==> src/rtl/pmd_pkg.sv <==
package pmd_pkg;

  localparam int POS_W      = 32;
  localparam int BOX_W      = 31;
  localparam int IDX_W      = 10;
  localparam int SQ_W       = 62;
  localparam int ROOT_W     = 31;
  localparam int DIFF_W     = 35;
  localparam int CFG_IDX_W  = 2;
  localparam int CFG_DATA_W = 31;

  localparam logic [SQ_W-1:0]  SQ_MAX     = {SQ_W{1'b1}};
  localparam logic [BOX_W-1:0] BOX_RESET  = 31'd16777216;
  localparam logic [1:0]       DIMS_RESET = 2'd3;
  localparam logic [1:0]       DIMS_TWO   = 2'd2;

  localparam logic REQ_CAPTURE = 1'b0;
  localparam logic REQ_MEASURE = 1'b1;

  localparam logic [1:0] COMP_X = 2'd0;
  localparam logic [1:0] COMP_Y = 2'd1;
  localparam logic [1:0] COMP_Z = 2'd2;

  typedef enum logic [CFG_IDX_W-1:0] {
    CFG_BOX_X,
    CFG_BOX_Y,
    CFG_BOX_Z,
    CFG_NUM_DIMS
  } cfg_reg_t;

  typedef struct packed {
    logic                    req_type;
    logic [IDX_W-1:0]        particle_index;
    logic signed [POS_W-1:0] pos_x;
    logic signed [POS_W-1:0] pos_y;
    logic signed [POS_W-1:0] pos_z;
    logic                    last_particle;
  } pmd_in_t;

  typedef struct packed {
    logic [ROOT_W-1:0] peak_disp;
    logic              pass_kind;
  } pmd_out_t;

  typedef enum logic [3:0] {
    ST_IDLE,
    ST_DIFF,
    ST_FOLD,
    ST_SQ,
    ST_ACC,
    ST_MAX,
    ST_ROOT_GO,
    ST_ROOT_WAIT,
    ST_EMIT
  } pmd_state_t;

endpackage

==> src/rtl/pmd_isqrt.sv <==
module pmd_isqrt (
  input  logic                          clk,
  input  logic                          rst_n,
  input  logic                          start,
  input  logic [pmd_pkg::SQ_W-1:0]      value,
  output logic                          done,
  output logic [pmd_pkg::ROOT_W-1:0]    root
);

  localparam int RW    = pmd_pkg::ROOT_W;
  localparam int SW    = pmd_pkg::SQ_W;
  localparam int REM_W = RW + 2;
  localparam int SH_W  = REM_W + 2;
  localparam int CNT_W = $clog2(RW);

  logic [SW-1:0]    val_r;
  logic [REM_W-1:0] rem_r;
  logic [RW-1:0]    root_r;
  logic [CNT_W-1:0] cnt_r;
  logic             busy_r;
  logic             done_r;

  logic [SH_W-1:0]  rem_sh;
  logic [SH_W-1:0]  trial;
  logic [SH_W-1:0]  rem_sub;
  logic             ge;

  assign rem_sh  = {rem_r, val_r[SW-1 -: 2]};
  assign trial   = {2'b00, root_r, 2'b01};
  assign ge      = rem_sh >= trial;
  assign rem_sub = rem_sh - trial;

  always_ff @(posedge clk) begin
    if (!rst_n) begin
      busy_r <= 1'b0;
      done_r <= 1'b0;
      cnt_r  <= '0;
    end else begin
      done_r <= 1'b0;
      if (start) begin
        busy_r <= 1'b1;
        cnt_r  <= CNT_W'(RW - 1);
      end else if (busy_r) begin
        if (cnt_r == '0) begin
          busy_r <= 1'b0;
          done_r <= 1'b1;
        end else begin
          cnt_r <= cnt_r - 1'b1;
        end
      end
    end
  end

  always_ff @(posedge clk) begin
    if (start) begin
      val_r  <= value;
      rem_r  <= '0;
      root_r <= '0;
    end else if (busy_r) begin
      val_r  <= {val_r[SW-3:0], 2'b00};
      rem_r  <= ge ? rem_sub[REM_W-1:0] : rem_sh[REM_W-1:0];
      root_r <= {root_r[RW-2:0], ge};
    end
  end

  assign done = done_r;
  assign root = root_r;

endmodule

==> config.mk <==
export PLATFORM = sky130hd
export DESIGN_NAME = pmd_isqrt
export DESIGN_NICKNAME = d
export VERILOG_FILES = /design/src/rtl/pmd_pkg.sv /design/src/rtl/pmd_isqrt.sv
export SDC_FILE = /design/constraint.sdc
export NUM_CORES = 1
export LEC_CHECK = 0
export ABC_AREA = 0
export BUFFER_PORTS_ARGS = -buffer_cell sky130_fd_sc_hd__buf_2
export CELL_PAD_IN_SITES_DETAIL_PLACEMENT = 0
export CELL_PAD_IN_SITES_GLOBAL_PLACEMENT = 1
export CORE_ASPECT_RATIO = 0.9
export CORE_MARGIN = 2
export CORE_UTILIZATION = 49
export DETAILED_ROUTE_END_ITERATION = 10
export PLACE_DENSITY_LB_ADDON = 0.1
export SYNTH_ARGS = -nofsm -noshare
export SYNTH_HDL_FRONTEND = slang
export SYNTH_SLANG_ARGS = --single-unit
export TNS_END_PERCENT = 30
==> constraint.sdc <==
create_clock -name clk -period 4.97 [get_ports clk]
set_clock_uncertainty 0.2 [all_clocks]
set_input_delay 0.2485 -clock clk [delete_from_list [all_inputs] [get_ports clk]]
set_output_delay 0.2485 -clock clk [all_outputs]
set_load 0.01 [all_outputs]
==> results_dict.tcl <==
set metrics [dict create \
    outcome "completed" \
    r2r-start "root[20]" \
    worstMarginPinSlew_ns 0.993 \
    worstSetupPathType "flop to flop" \
    dieArea_mm2 0.0162 \
    crit_path_start_kind "flop" \
    postPlaceCellArea_mm2 0.00798 \
    die_w_um 134 \
    power_leakage_nw 3.82 \
    area_growth_pct 23.3 \
    worstPathMaxFanout 35 \
    wl_um 17200 \
    synthesis.area_mm2 0.00743 \
    clock_path_buffers 2 \
    dp.final_hpwl_um 11200 \
    cpPeakStageDelay_ns 0.43 \
    ys_async_sr_fraction_pct 0 \
    hold_viol 0 \
    crit_required_ns 5.11 \
    fill_cells 1222 \
    min-delay-start "start" \
    cts_buffers 17 \
    start_util_pct 50.3 \
    seq_area_frac_synth_pct 44.2 \
    postCtsSetupBuffers 0 \
    finalSetupTns_ns 0 \
    final-max-slew-violation-count 0 \
    crit_slowest_cell "or3_1" \
    synth_cell_types 63 \
    maxCapViolCount 0 \
    cts-root-buf "clkbuf_16" \
    diodes 0 \
    clock_latency_ns 0.42 \
    ys_seq_elements 133 \
    yosysTopAreaCell "edfxtp_1" \
    portBuffers 96 \
    stdcell_count 1077 \
    ioPinCount 97 \
    hp-class "primary input to flop" \
    min_period_over_period_pct 64.5 \
    ff2ff_setup_slack_ns 1.77 \
    multiInputGateArea_mm2 0.00380 \
    power.total_mw 5.42 \
    ys_top_cells_by_count "dfxtp_1, nor2_1, edfxtp_1" \
    relSlewSlack_pct 33.7 \
    ys.flop_type "dfxtp_1" \
    cts.sinks 133 \
    antenna_found_initial 0 \
    synth_area_leaders "edfxtp_1, dfxtp_1, mux2_2" \
    grt-ovfl-total 0 \
    vdd.ir_drop.worst_v 0.000527 \
    powerDensity_mw_per_mm2 592 \
    syn_nets 822 \
    grt_pass1_wl_um 28400 \
    chipHeight_um 121 \
    layout_setup_ws_ns 1.77 \
    final_cell_area_mm2 0.00916 \
    nNetsFinal 966 \
    grt_max_degree 77 \
    grt_pass1_vias 5887 \
    post-route-util_pct 62.0 \
    synth.most_common_cell "dfxtp_1" \
    drt.antenna.violating_nets 0 \
    synth_edf_count 62 \
    seqCellArea_mm2 0.00328 \
    synth_area_per_cell_um2 10.3 \
    cts_resized 0 \
    dp_slack_ns 1.77 \
    dp.cells 983 \
    reg2reg_depth 10 \
    fmax_mhz 312 \
    wl_per_cell_um 16.0 \
    postCtsHoldBufs 63 \
    dr_total_vias 5796 \
    final-setup-viol-count 0 \
    critical_path_arrival_ns 3.35 \
    clk_pin_slew_ns 0.06 \
    core_area_mm2 0.0148 \
    grt_usage_pct 22.2 \
    grt_setup_unrepaired "no" \
    htree_levels 4 \
    holdWs_ns 0.103 \
    hold_end "root[28]" \
    synth_top_cell_area_share_pct 25.1 \
    drt-initial-drc-count 302 \
    yosys_warnings 0 \
    gp_congestion 0.882 \
    drc 0 \
    viasPerCell 5.38 \
    critical_path.cell_chain "inv_1, ha_1, a21oi_1, o21ai_1, or2_1, nor4_2, or3b_1, nand2_8, or3_1, o211ai_1" \
    r2r-end "rem_r[19]" \
    holdPathStages 2 \
    fin_crit_ns 3.20 \
    drtPass1Iterations 4 \
    drive_gt1_share_pct 23.5 \
    postSynthCellCount 723 \
    cp-end-kind "flop" \
    num_rows 42 \
    cts_tree "built" \
]
## how the worst max path moves through the flow
| stage | start | endpoint | slack (ns) | cells past startpoint |
|---|---|---|---|---|
| final | root[20] | rem_r[19] | 1.77 | 10 |
| after detailed placement | root[20] | rem_r[19] | 1.77 | 10 |
| after global routing | root[20] | rem_r[19] | 1.52 | 10 |
| after CTS | root[20] | rem_r[19] | 1.75 | 10 |
| after global placement | root[16] | rem_r[19] | 1.87 | 10 |
| after floorplan | root[5] | rem_r[30] | 2.17 | 11 |
## flip-flops by register name, summed over array words and instances (netlist names)
register / count
val_r: 62
rem_r: 33
root: 31
cnt_r: 5
busy_r: 1
done: 1
## placed cells by master (no fill, tap or decap), types with 4 or more instances in the layout
cell type      Yosys  final
a211oi_1          14     14
a21o_1            16     16
a21oi_1           30     30
a31oi_1            8      8
and2_1             4      4
buf_2              4     95
buf_4              1      4
clkbuf_16          0     17
clkinv_4           0      4
clkinvlp_4         0      5
dfxtp_1           71     70
dlygate4sd3_1      0     63
edfxtp_1          62     62
ha_1              34     34
inv_1             40     39
mux2_2            61     61
mux2i_1           50     50
nand2_1           56     56
nand2b_1           4      4
nand3_1            8      8
nand4_1            9      9
nor2_1            66     65
nor2b_1           10     10
nor3_1            13     13
o211ai_1           4      4
o21a_1             7      7
o21ai_0           12     12
o21ai_1           15     15
o21bai_1           4      4
o221ai_1           4      4
or3_1              6      6
xnor2_1           23     23
xor2_1             8      8
## layout make-up
type	count	share of cell area (%)
clock buffers	19	4.73
clock inverters	12	1.20
inverters	40	1.64
multi-input cells	513	41.5
flip-flops and latches	133	35.9
well taps	198	2.71
repair buffers	162	12.4
## per-layer routing
metal / vias up / GRT usage, % / part of all wire [%]
met2: 107 / 37.6 / 49
li1: 2905 / - / -
met3: 15 / 5.12 / 3.4
met4: 0 / 8.05 / 1.1
met5: - / 0 / 0
met1: 2769 / 27.9 / 47
## power by group
part / internal (mW) / switching, mW / total, mW
Clock: 0.682 / 0.472 / 1.15
Combinational: 1.23 / 1.63 / 2.86
Sequential: 1.31 / 0.0991 / 1.41
Total: 3.21 / 2.21 / 5.42
## logic make-up after synthesis
group	after synthesis	share of synthesized area, %
AOI/OAI and AO/OA	144	13.5
xor gates and xnor gates	31	3.66
adders and majority gates	34	5.73
buffers and inverters	77	4.73
DFF	133	44.2
muxes	111	16.0
and+or+nand+nor	193	12.2
## critical path, delay by kind of cell (launching register included)
family / cells / cell delay, ns
buffers and inverters: 1 / 0.06
DFF: 1 / 0.37
and+or+nand+nor: 5 / 1.68
AOI/OAI and AO/OA: 3 / 0.46
adders and majority gates: 1 / 0.37
Power figures use the tool's default switching activity.
